## config.mk

```make
export PLATFORM = sky130hd
export DESIGN_NAME = rc_decay_line_sensor_reader_unit
export DESIGN_NICKNAME = d
export VERILOG_FILES = /design/src/hw/rtl/rcd_pkg.sv /design/src/hw/rtl/rcd_div.sv /design/src/hw/rtl/rcd_lane.sv /design/src/hw/rtl/rcd_merge.sv /design/src/hw/rtl/rc_decay_line_sensor_reader_unit.sv
export VERILOG_INCLUDE_DIRS = /design/src /design/src/hw/rtl
export SDC_FILE = /design/constraint.sdc
export NUM_CORES = 2
export LEC_CHECK = 0
export ABC_CLOCK_PERIOD_IN_PS = 8850
export BUFFER_PORTS_ARGS = -buffer_cell sky130_fd_sc_hd__buf_2
export CORE_MARGIN = 2
export CORE_UTILIZATION = 45
export CTS_CLUSTER_DIAMETER = 40
export DETAILED_ROUTE_END_ITERATION = 16
export PLACE_DENSITY_LB_ADDON = 0.25
export SYNTH_ARGS = -nofsm -noshare
export SYNTH_HDL_FRONTEND = slang
export SYNTH_SLANG_ARGS = --single-unit
```

## constraint.sdc

```tcl
create_clock -name aclk -period 8.85 [get_ports aclk]
set_clock_uncertainty 0.2 [all_clocks]
set_input_delay 0.4425 -clock aclk [delete_from_list [all_inputs] [get_ports aclk]]
set_output_delay 0.4425 -clock aclk [all_outputs]
set_load 0.05 [all_outputs]
```

## src/hw/rtl/rc_decay_line_sensor_reader_unit_assert.svh

```systemverilog
// Assertion macros shared by the RC decay sensor reader RTL.
`ifndef RC_DECAY_LINE_SENSOR_READER_UNIT_ASSERT_SVH
`define RC_DECAY_LINE_SENSOR_READER_UNIT_ASSERT_SVH

// Condition holds at every clock edge out of reset.
`define RCD_ASSERT_HOLDS(lbl, cond, msg) \
    lbl: assert property (@(posedge aclk) disable iff (!aresetn) (cond)) else $error(msg);

// Same-cycle implication.
`define RCD_ASSERT_IMPLIES(lbl, ante, cons, msg) \
    lbl: assert property (@(posedge aclk) disable iff (!aresetn) (ante) |-> (cons)) \
        else $error(msg);

// Next-cycle implication.
`define RCD_ASSERT_NEXT(lbl, ante, cons, msg) \
    lbl: assert property (@(posedge aclk) disable iff (!aresetn) (ante) |=> (cons)) \
        else $error(msg);

`endif

```

## src/hw/rtl/rcd_pkg.sv

```systemverilog
// Shared types and constants of the RC decay sensor reader.
`default_nettype none

package rcd_pkg;

    localparam int NUM_SENSORS   = 5;
    localparam int TIMEOUT_TICKS = 1024;

    localparam int LEVEL_W    = 11;    // output level field width
    localparam int MIN_SPAN_W = 11;
    localparam int FULL_SCALE = 1000;
    localparam int QUOT_W     = 10;    // scaled value is always below 1024

    localparam int PIN_W       = 5;
    localparam int S_TDATA_W   = ((PIN_W + 7) / 8) * 8;
    localparam int REQ_W       = 2;
    localparam int M_PAYLOAD_W = NUM_SENSORS * LEVEL_W + 1;
    localparam int M_TDATA_W   = ((M_PAYLOAD_W + 7) / 8) * 8;

    localparam int CFG_IDX_W  = 2;
    localparam int CFG_DATA_W = 11;

    // request kinds carried in s_tuser
    localparam logic [REQ_W-1:0] REQ_SAMPLE = 2'd0;
    localparam logic [REQ_W-1:0] REQ_START  = 2'd1;
    localparam logic [REQ_W-1:0] REQ_CLEAR  = 2'd2;

    // configuration register indexes
    localparam logic [CFG_IDX_W-1:0] CFG_CAL_MODE = 2'd0;
    localparam logic [CFG_IDX_W-1:0] CFG_MIN_SPAN = 2'd1;

    typedef enum logic [1:0] {
        ST_IDLE,
        ST_CLOSE,
        ST_WAIT
    } rcd_state_t;

    // control broadcast from the sequencer to every lane
    typedef struct packed {
        logic start;
        logic sample;
        logic clear;
        logic close;
        logic cal_mode;
    } rcd_lane_ctrl_t;

endpackage

`default_nettype wire

```

## src/hw/rtl/rcd_div.sv

```systemverilog
// Restoring divider, one quotient bit per cycle, for the lane scaling step.
`default_nettype none

module rcd_div #(
    parameter int TW = 11
) (
    input  wire logic                           aclk,
    input  wire logic                           aresetn,
    input  wire logic                           start,
    input  wire logic [TW+rcd_pkg::QUOT_W-1:0]  num,
    input  wire logic [TW-1:0]                  den,
    output logic                                done,
    output logic [rcd_pkg::QUOT_W-1:0]          quot
);

    localparam int QW  = rcd_pkg::QUOT_W;
    localparam int NW  = TW + QW;
    localparam int DSW = TW + QW - 1;
    localparam int CW  = $clog2(QW + 1);

    logic [NW-1:0]  rem_reg,  rem_next;
    logic [DSW-1:0] dsh_reg,  dsh_next;
    logic [QW-1:0]  quot_reg, quot_next;
    logic [CW-1:0]  step_reg, step_next;
    logic           done_reg, done_next;
    logic           ge;

    // quotient fits QW bits, so the divisor starts shifted up by QW-1
    always_comb begin
        ge        = rem_reg >= NW'(dsh_reg);
        rem_next  = rem_reg;
        dsh_next  = dsh_reg;
        quot_next = quot_reg;
        step_next = step_reg;
        done_next = 1'b0;
        if (start) begin
            rem_next  = num;
            dsh_next  = {den, {(QW-1){1'b0}}};
            step_next = CW'(QW);
        end else if (step_reg != '0) begin
            if (ge) begin
                rem_next = rem_reg - NW'(dsh_reg);
            end
            quot_next = {quot_reg[QW-2:0], ge};
            dsh_next  = dsh_reg >> 1;
            step_next = step_reg - 1'b1;
            done_next = step_reg == CW'(1);
        end
    end

    always_ff @(posedge aclk) begin
        rem_reg  <= rem_next;
        dsh_reg  <= dsh_next;
        quot_reg <= quot_next;
        if (!aresetn) begin
            step_reg <= '0;
            done_reg <= 1'b0;
        end else begin
            step_reg <= step_next;
            done_reg <= done_next;
        end
    end

    assign done = done_reg;
    assign quot = quot_reg;

endmodule

`default_nettype wire

```

## src/hw/rtl/rcd_lane.sv

```systemverilog
// One sensor lane: decay timer, min/max calibration and scaling.
`default_nettype none

module rcd_lane #(
    parameter int TIMEOUT_TICKS = rcd_pkg::TIMEOUT_TICKS
) (
    input  wire logic                            aclk,
    input  wire logic                            aresetn,
    input  wire rcd_pkg::rcd_lane_ctrl_t         ctrl,
    input  wire logic [$clog2(TIMEOUT_TICKS+2)-1:0] tick,
    input  wire logic                            pin,
    input  wire logic [rcd_pkg::MIN_SPAN_W-1:0]  min_span,
    output logic                                 pend_after,
    output logic [rcd_pkg::LEVEL_W-1:0]          level,
    output logic                                 ready,
    output logic                                 span_ok
);

    localparam int TW = $clog2(TIMEOUT_TICKS + 2);
    localparam int QW = rcd_pkg::QUOT_W;
    localparam int NW = TW + QW;
    localparam int LW = rcd_pkg::LEVEL_W;
    localparam int SW = ((TW > rcd_pkg::MIN_SPAN_W) ? TW : rcd_pkg::MIN_SPAN_W) + 1;
    localparam int FULL_SCALE_C = rcd_pkg::FULL_SCALE;

    logic          pend_reg,  pend_next;
    logic [TW-1:0] decay_reg, decay_next;
    logic [TW-1:0] lo_reg,    lo_next;
    logic [TW-1:0] hi_reg,    hi_next;
    logic [LW-1:0] level_reg, level_next;
    logic          ready_reg, ready_next;
    logic          pend_cur;
    logic          div_start;
    logic [NW-1:0] div_num;
    logic [TW-1:0] div_den;
    logic          div_done;
    logic [QW-1:0] div_quot;

    assign pend_cur   = ctrl.start | pend_reg;
    assign pend_after = pend_cur & pin;

    always_comb begin
        pend_next  = pend_reg;
        decay_next = decay_reg;
        lo_next    = lo_reg;
        hi_next    = hi_reg;
        level_next = level_reg;
        ready_next = ready_reg;
        div_start  = 1'b0;
        div_num    = NW'(decay_reg - lo_reg) * NW'(FULL_SCALE_C);
        div_den    = hi_reg - lo_reg;

        if (ctrl.start) begin
            decay_next = TW'(TIMEOUT_TICKS);
        end
        if (ctrl.sample) begin
            if (pend_cur && !pin) begin
                decay_next = tick;
            end
            pend_next = pend_after;
        end
        if (ctrl.clear) begin
            lo_next = TW'(TIMEOUT_TICKS + 1);
            hi_next = '0;
        end

        if (ctrl.close) begin
            pend_next  = 1'b0;
            ready_next = 1'b1;
            if (ctrl.cal_mode) begin
                if (decay_reg < lo_reg) lo_next = decay_reg;
                if (decay_reg > hi_reg) hi_next = decay_reg;
                level_next = LW'(decay_reg);
            end else if (hi_reg <= lo_reg || decay_reg <= lo_reg) begin
                level_next = '0;
            end else if (decay_reg >= hi_reg) begin
                level_next = LW'(FULL_SCALE_C);
            end else begin
                div_start  = 1'b1;
                ready_next = 1'b0;
            end
        end else if (div_done) begin
            level_next = LW'(div_quot);
            ready_next = 1'b1;
        end
    end

    always_ff @(posedge aclk) begin
        decay_reg <= decay_next;
        level_reg <= level_next;
        if (!aresetn) begin
            pend_reg  <= 1'b0;
            lo_reg    <= TW'(TIMEOUT_TICKS + 1);
            hi_reg    <= '0;
            ready_reg <= 1'b0;
        end else begin
            pend_reg  <= pend_next;
            lo_reg    <= lo_next;
            hi_reg    <= hi_next;
            ready_reg <= ready_next;
        end
    end

    rcd_div #(
        .TW(TW)
    ) u_div (
        .aclk   (aclk),
        .aresetn(aresetn),
        .start  (div_start),
        .num    (div_num),
        .den    (div_den),
        .done   (div_done),
        .quot   (div_quot)
    );

    assign span_ok = SW'(hi_reg) >= (SW'(lo_reg) + SW'(min_span));
    assign level   = level_reg;
    assign ready   = ready_reg;

endmodule

`default_nettype wire

```

## src/hw/rtl/rcd_merge.sv

```systemverilog
// Merges lane results and the calibration flag into the output register.
`default_nettype none

module rcd_merge (
    input  wire logic                                                 aclk,
    input  wire logic                                                 aresetn,
    input  wire logic                                                 load,
    input  wire logic [rcd_pkg::NUM_SENSORS-1:0][rcd_pkg::LEVEL_W-1:0] levels,
    input  wire logic [rcd_pkg::NUM_SENSORS-1:0]                      span_ok,
    output logic                                                      out_free,
    output logic                                                      m_tvalid,
    input  wire logic                                                 m_tready,
    output logic [rcd_pkg::M_TDATA_W-1:0]                             m_tdata
);

    logic                          tvalid_reg, tvalid_next;
    logic [rcd_pkg::M_TDATA_W-1:0] tdata_reg,  tdata_next;

    assign out_free = !tvalid_reg || m_tready;

    always_comb begin
        tvalid_next = tvalid_reg;
        tdata_next  = tdata_reg;
        if (m_tready) begin
            tvalid_next = 1'b0;
        end
        if (load) begin
            tvalid_next = 1'b1;
            tdata_next  = rcd_pkg::M_TDATA_W'({&span_ok, levels});
        end
    end

    always_ff @(posedge aclk) begin
        tdata_reg <= tdata_next;
        if (!aresetn) begin
            tvalid_reg <= 1'b0;
        end else begin
            tvalid_reg <= tvalid_next;
        end
    end

    assign m_tvalid = tvalid_reg;
    assign m_tdata  = tdata_reg;

endmodule

`default_nettype wire

```

## src/hw/rtl/rc_decay_line_sensor_reader_unit.sv

```systemverilog
// Top level of the RC decay line sensor reader: sequencer, five lanes, merge.
//
// Input channel (s_*): one word per timer tick. s_tuser carries the request kind
// (sample, start, clear calibration), s_tdata the five pin levels; pin bit b
// belongs to sensor 4-b. While a measurement runs the block takes one word every
// cycle. A word that closes the measurement (all pins fallen, or the timeout
// tick reached) stops input for the closing phase.
// Closing: the lanes update calibration or scale their times; scaling runs a
// per-lane bit-serial divider, one quotient bit per cycle. The result word is
// loaded into the output register after the sequencer passes the close and
// wait states; in read mode the wait state also lasts until each divider is done.
// Output channel (m_*): one word per measurement, held in a register until
// taken; a stalled receiver only delays input once a next result is ready to
// load. Config channel (cfg_*): index 0 calibrate mode, index 1 min span; it is
// always ready; it must be written while the block is idle, which the block does not enforce.
// Reset: synchronous, active low; no measurement running, calibration cleared,
// calibrate mode off, min span 100.
`default_nettype none

module rc_decay_line_sensor_reader_unit #(
    parameter int TIMEOUT_TICKS = rcd_pkg::TIMEOUT_TICKS
) (
    input  wire logic                             aclk,
    input  wire logic                             aresetn,
    // input words
    input  wire logic                             s_tvalid,
    output logic                                  s_tready,
    input  wire logic [rcd_pkg::S_TDATA_W-1:0]    s_tdata,   // [4:0] pin_levels
    input  wire logic [rcd_pkg::REQ_W-1:0]        s_tuser,   // [1:0] req_type
    // result words
    output logic                                  m_tvalid,
    input  wire logic                             m_tready,
    // [10:0] level_0, [21:11] level_1, [32:22] level_2, [43:33] level_3,
    // [54:44] level_4, [55] calibration_ok
    output logic [rcd_pkg::M_TDATA_W-1:0]         m_tdata,
    // configuration writes
    input  wire logic                             cfg_valid,
    output logic                                  cfg_ready,
    input  wire logic [rcd_pkg::CFG_IDX_W-1:0]    cfg_index,
    input  wire logic [rcd_pkg::CFG_DATA_W-1:0]   cfg_data
);

`include "rc_decay_line_sensor_reader_unit_assert.svh"

    localparam int TW = $clog2(TIMEOUT_TICKS + 2);
    localparam int NS = rcd_pkg::NUM_SENSORS;
    localparam int LW = rcd_pkg::LEVEL_W;

    rcd_pkg::rcd_state_t state_reg, state_next;

    logic                           measuring_reg, measuring_next;
    logic [TW-1:0]                  tick_reg,      tick_next;
    logic                           cal_mode_reg,  cal_mode_next;
    logic [rcd_pkg::MIN_SPAN_W-1:0] min_span_reg,  min_span_next;

    logic                  acc;
    logic                  is_start, is_samp, is_clear;
    logic [TW-1:0]         tick_val;
    logic                  timeout;
    logic                  close_now;
    logic                  load;
    logic                  out_free;
    rcd_pkg::rcd_lane_ctrl_t ctrl;

    logic [NS-1:0]         lane_pend;
    logic [NS-1:0]         lane_ready;
    logic [NS-1:0]         lane_span_ok;
    logic [NS-1:0][LW-1:0] lane_level;

    // ---- input decode ----
    assign s_tready = state_reg == rcd_pkg::ST_IDLE;
    assign acc      = s_tvalid && s_tready;
    assign is_start = acc && s_tuser == rcd_pkg::REQ_START;
    assign is_samp  = acc && s_tuser == rcd_pkg::REQ_SAMPLE && measuring_reg;
    assign is_clear = acc && s_tuser == rcd_pkg::REQ_CLEAR;

    // tick of the current word; a start samples at tick zero
    assign tick_val = is_start ? '0 : tick_reg + 1'b1;
    // the timeout tick closes without looking at the pins
    assign timeout  = is_samp && tick_val >= TW'(TIMEOUT_TICKS);

    always_comb begin
        ctrl.start    = is_start;
        ctrl.sample   = (is_start || is_samp) && !timeout;
        ctrl.clear    = is_clear;
        ctrl.close    = state_reg == rcd_pkg::ST_CLOSE;
        ctrl.cal_mode = cal_mode_reg;
    end

    assign close_now = timeout || (ctrl.sample && lane_pend == '0);
    assign load      = state_reg == rcd_pkg::ST_WAIT && (&lane_ready) && out_free;

    // ---- sequencer ----
    always_comb begin
        state_next     = state_reg;
        measuring_next = measuring_reg;
        tick_next      = tick_reg;
        unique case (state_reg)
            rcd_pkg::ST_IDLE: begin
                if (is_start || is_samp) begin
                    tick_next = tick_val;
                end
                if (is_start) begin
                    measuring_next = 1'b1;
                end
                if (close_now) begin
                    measuring_next = 1'b0;
                    state_next     = rcd_pkg::ST_CLOSE;
                end
            end
            rcd_pkg::ST_CLOSE: begin
                state_next = rcd_pkg::ST_WAIT;
            end
            rcd_pkg::ST_WAIT: begin
                if (load) begin
                    state_next = rcd_pkg::ST_IDLE;
                end
            end
            default: begin
                state_next = rcd_pkg::ST_IDLE;
            end
        endcase
    end

    always_ff @(posedge aclk) begin
        if (!aresetn) begin
            state_reg <= rcd_pkg::ST_IDLE;
        end else begin
            state_reg <= state_next;
        end
    end

    always_ff @(posedge aclk) begin
        if (!aresetn) begin
            measuring_reg <= 1'b0;
            tick_reg      <= '0;
        end else begin
            measuring_reg <= measuring_next;
            tick_reg      <= tick_next;
        end
    end

    // ---- configuration registers ----
    assign cfg_ready = 1'b1;

    always_comb begin
        cal_mode_next = cal_mode_reg;
        min_span_next = min_span_reg;
        if (cfg_valid && cfg_ready) begin
            priority if (cfg_index == rcd_pkg::CFG_CAL_MODE) begin
                cal_mode_next = cfg_data[0];
            end else if (cfg_index == rcd_pkg::CFG_MIN_SPAN) begin
                min_span_next = cfg_data;
            end
        end
    end

    always_ff @(posedge aclk) begin
        if (!aresetn) begin
            cal_mode_reg <= 1'b0;
            min_span_reg <= rcd_pkg::MIN_SPAN_W'(100);
        end else begin
            cal_mode_reg <= cal_mode_next;
            min_span_reg <= min_span_next;
        end
    end

    // ---- lanes: sensor i sees pin bit NS-1-i ----
    for (genvar i = 0; i < NS; i++) begin : g_lane
        rcd_lane #(
            .TIMEOUT_TICKS(TIMEOUT_TICKS)
        ) u_lane (
            .aclk      (aclk),
            .aresetn   (aresetn),
            .ctrl      (ctrl),
            .tick      (tick_val),
            .pin       (s_tdata[NS-1-i]),
            .min_span  (min_span_reg),
            .pend_after(lane_pend[i]),
            .level     (lane_level[i]),
            .ready     (lane_ready[i]),
            .span_ok   (lane_span_ok[i])
        );
    end

    // ---- merge and output register ----
    rcd_merge u_merge (
        .aclk    (aclk),
        .aresetn (aresetn),
        .load    (load),
        .levels  (lane_level),
        .span_ok (lane_span_ok),
        .out_free(out_free),
        .m_tvalid(m_tvalid),
        .m_tready(m_tready),
        .m_tdata (m_tdata)
    );

    // ---- checks ----
    `RCD_ASSERT_IMPLIES(a_tick_bound, measuring_reg, tick_reg < TW'(TIMEOUT_TICKS), "tick past timeout while measuring")
    `RCD_ASSERT_NEXT(a_close_stops, close_now && state_reg == rcd_pkg::ST_IDLE, !measuring_reg && state_reg == rcd_pkg::ST_CLOSE, "close did not end the measurement")
    `RCD_ASSERT_NEXT(a_cal_no_div, state_reg == rcd_pkg::ST_CLOSE && cal_mode_reg, &lane_ready, "calibrate close left a lane busy")

endmodule

`default_nettype wire

```

==> impl_metrics.yaml <==
yosys:
  synth-async-reset-ratio_pct: 0
  ys_seq_area_share_pct: 32.26
  yosys.area.top_type_share_pct: 19.85
  syn_avg_cell_area_um2: 9.188
  synth-seq-cells: 593
  syn_inst: 5039
  yosys.cell_count.top_type: "inv_1"
  yosys_warnings: 0
  synth-edff-count: 306
  synth_area_um2: 46300
  synth_area_leader_cell: "edfxtp_1"
  synth_common_cells: "inv_1 (577), ha_1 (551), nand2_1 (481)"
  synthTopCellsByArea: "edfxtp_1 (20%), ha_1 (15%), dfxtp_1 (12%)"
  ys.flop_type: "edfxtp_1"
  synth.net_count: 5823
  synth_cell_types: 99
layout:
  area_growth_pct: 12.07
  num-fill-cells: 9538
  num_antenna_cells: 0
  stdcell_area_um2: 51890
  largest_register_ffs: 105
  nets: 5917
  drive_gt1_share_pct: 6.908
placed_design:
  hpwlAfterDp_um: 86980
  place_area_um2: 48080
  portBuffers: 82
  routabilityCongestion: 0.9031
detailed_routing:
  wl_per_cell_um: 17.57
  first_iter_violations: 2306
  dr_wl_met3_um: 5855
  wl_met2_um: 52250
  viasPerCell: 5.426
  wl_met1_um: 54880
  first_pass_iters: 5
  drtAntennaViolNets: 0
  drc: 0
  wirelength_um: 115900
  top_layer_used: "met4"
  vias: 35777
critical_path:
  critPathTopFamily: "adder cells"
  end_kind: "register"
  required_ps: 9080
  criticalPathCategory: "reg -> reg"
  arrival_ps: 7230
  regToRegSetupSlack_ps: 1850
  max_stage_delay_ps: 560
  crit_fanout: 5
  r2r_cells: 24
  cp_cell_sequence: "inv_1, fa_1, a211oi_1, o21bai_1, a21oi_1, o21bai_1, a21oi_1, xnor2_1, inv_1, fa_1, fa_1, inv_1, fa_1, inv_1, fa_1, inv_1, ha_1, and3_1, a21oi_1, a31oi_1, a21o_1, a21oi_1, xnor2_1, o22ai_1"
  worst_path_max_delay_cell: "fa_1"
  crit_path_start_kind: "register"
  cp_num_buf_inv: 5
  r2r_end: "g_lane[0].u_lane.u_div.rem_reg[20]$_DFFE_PP_"
  worst_r2r_startpoint: "g_lane[0].u_lane.lo_reg[1]$_SDFF_PN0_"
global_routing:
  track_usage_pct: 21.82
  grt_overflow: 0
  antenna_found_initial: 1
  grt_max_degree: 85
  grt_pass1_wl_um: 186500
  first_global_vias: 34793
worst_hold_path:
  hp-class: "in -> reg"
  worstHoldEndpoint: "min_span_reg[2]$_SDFFE_PN1P_"
  whs_path_depth: 2
  hp-start: "aresetn"
clock_tree:
  numClockSinks: 593
  insertion_delay_ps: 710
  cts_made_buffers: 106
  cts_root_buf: "clkbuf_16"
  cts_tree: "done"
  clockBufferDepth: 3
  clk_pin_slew_worst_paths_ps: 50
  cts_setup_buffers: 0
  h-tree-depth: 3
  post_cts_resized: 0
power:
  p_clk_share_pct: 19.4
  comb_power_share_pct: 60.8
  peakVddDrop_mv: 0.5724
  power_switching_uw: 9253
  seqPwrFrac_pct: 19.7
  p_int_uw: 11690
  p_leak_uw: 0.02253
  p_per_area_nw_per_um2: 403.6
  p_sw_share_pct: 44.18
timing:
  slew_violations: 0
  rsz0062_at_grt: "false"
  period_minus_slack_ps: 7004
  finalSetupViolCount: 0
  finalHoldViolCount: 0
  tightest_slew_ps: 1221
  fmax_mhz: 142.8
  fin_tns_setup_ps: 0
  min_period_over_period_pct: 79.15
  slew_headroom_pct: 18.15
floorplan:
  die_w_um: 324.8
  die_y_um: 324.8
  dieArea_um2: 105500
  core-area_um2: 101900
  ios: 87
  start_util_pct: 45.44
  rows: 117
job:
  maxCapViolCount: 0
status:
  status: "finished, final reports clean"
## power by group through the flow
stage,combinational [µW],clock (µW),sequential (µW)
CTS,12800,4150,4140
finish,12700,4070,4130
detailed placement,12700,0,4180
floorplan,10000,0,4050
global placement,12500,0,4170
global route,14500,4270,4200
## kinds of logic after synthesis
group | after synthesis | synth area share, %
AND/OR/NAND/NOR | 1359 | 13.84
AO/OA/AOI/OAI | 1255 | 17.45
adder cells (fa/ha/maj) | 757 | 23.78
buffers and inverters | 728 | 6.080
flip-flops | 593 | 32.26
XOR/XNOR | 326 | 6.167
multiplexers | 20 | 0.4324
other | 1 | 0.008099
## metrics by stage
step | worst slack, ps | power [µW] | hold WS, ps | utilization (%) | instances
after floorplan | 1931 | 14080 | 200.3 | - | 5039
after global placement | 1902 | 16690 | 202.3 | 47.19 | 6372
after detailed placement | 1853 | 16890 | 205.5 | 47.19 | 6372
after CTS | 1842 | 21100 | 38.59 | 50.92 | 6594
after global routing | 1350 | 22950 | 73.52 | 50.93 | 6594
final | 1846 | 20940 | 55.99 | 50.93 | 6594
## cell type report
| class | instances | area [µm²] | area share [%] |
|---|---|---|---|
| clock inverters | 70 | 754.5 | 1.454 |
| multi-input cells | 3718 | 28610 | 55.13 |
| repair buffers | 135 | 863.3 | 1.664 |
| well taps | 1368 | 1712 | 3.299 |
| flip-flops and latches | 593 | 14940 | 28.78 |
| clock buffers | 131 | 2843 | 5.478 |
| inverters | 579 | 2173 | 4.188 |
## worst register-to-register path, stage by stage, from the launching register on
cell      delay (ps)
dfxtp_1          470
inv_1            150
fa_1             490
a211oi_1         250
o21bai_1         100
a21oi_1          350
o21bai_1         100
a21oi_1          250
xnor2_1          350
inv_1            250
fa_1             560
fa_1             550
inv_1             50
fa_1             490
inv_1             50
fa_1             520
inv_1             40
ha_1             350
and3_1           170
a21oi_1          170
a31oi_1          180
a21o_1           210
a21oi_1          160
xnor2_1          130
o22ai_1           90
## per-layer routing
metal  GRT usage (%)  vias to the layer above
li1                -                    17896
met1           30.50                    16973
met2           34.73                      729
met3           3.731                      179
met4           6.109                        0
met5               0                        -
## worst max-delay path by stage
stage                                               start                                           end  slack, ps  depth (start not counted)
finish              g_lane[0].u_lane.lo_reg[1]$_SDFF_PN0_  g_lane[0].u_lane.u_div.rem_reg[20]$_DFFE_PP_       1850                         24
CTS                 g_lane[0].u_lane.lo_reg[1]$_SDFF_PN0_  g_lane[0].u_lane.u_div.rem_reg[19]$_DFFE_PP_       1840                         25
global route        g_lane[0].u_lane.lo_reg[1]$_SDFF_PN0_  g_lane[0].u_lane.u_div.rem_reg[19]$_DFFE_PP_       1350                         25
detailed placement  g_lane[0].u_lane.lo_reg[1]$_SDFF_PN0_  g_lane[0].u_lane.u_div.rem_reg[19]$_DFFE_PP_       1850                         25
floorplan                   u_merge.m_tvalid$_SDFFE_PN0P_                     state_reg[1]$_SDFFE_PN0P_       1930                          4
global placement    g_lane[0].u_lane.lo_reg[1]$_SDFF_PN0_  g_lane[0].u_lane.u_div.rem_reg[19]$_DFFE_PP_       1900                         25
## repair_timing
action / CTS / global route
hold buffers: 21 / 0
endpoints found under the hold margin: 20 / 0
endpoints found under the setup margin: 0 / 0
## placed cells by master (no fill, tap or decap), types with 52 or more instances in the layout
cell type | synthesis | final
nor2_1 | 242 | 242
inv_1 | 577 | 577
nand3_1 | 239 | 239
nand2_1 | 481 | 481
o21ai_0 | 288 | 283
nor3_1 | 75 | 72
a21oi_1 | 332 | 332
fa_1 | 205 | 205
clkbuf_16 | 0 | 109
a21boi_0 | 97 | 97
nor2b_1 | 64 | 63
a21o_1 | 121 | 121
nand2b_1 | 53 | 52
ha_1 | 551 | 551
xor2_1 | 123 | 123
edfxtp_1 | 306 | 306
dfxtp_1 | 287 | 286
buf_2 | 33 | 81
o31ai_1 | 63 | 63
xnor2_1 | 203 | 203
Note: power is estimated with default switching activity, not from simulation.
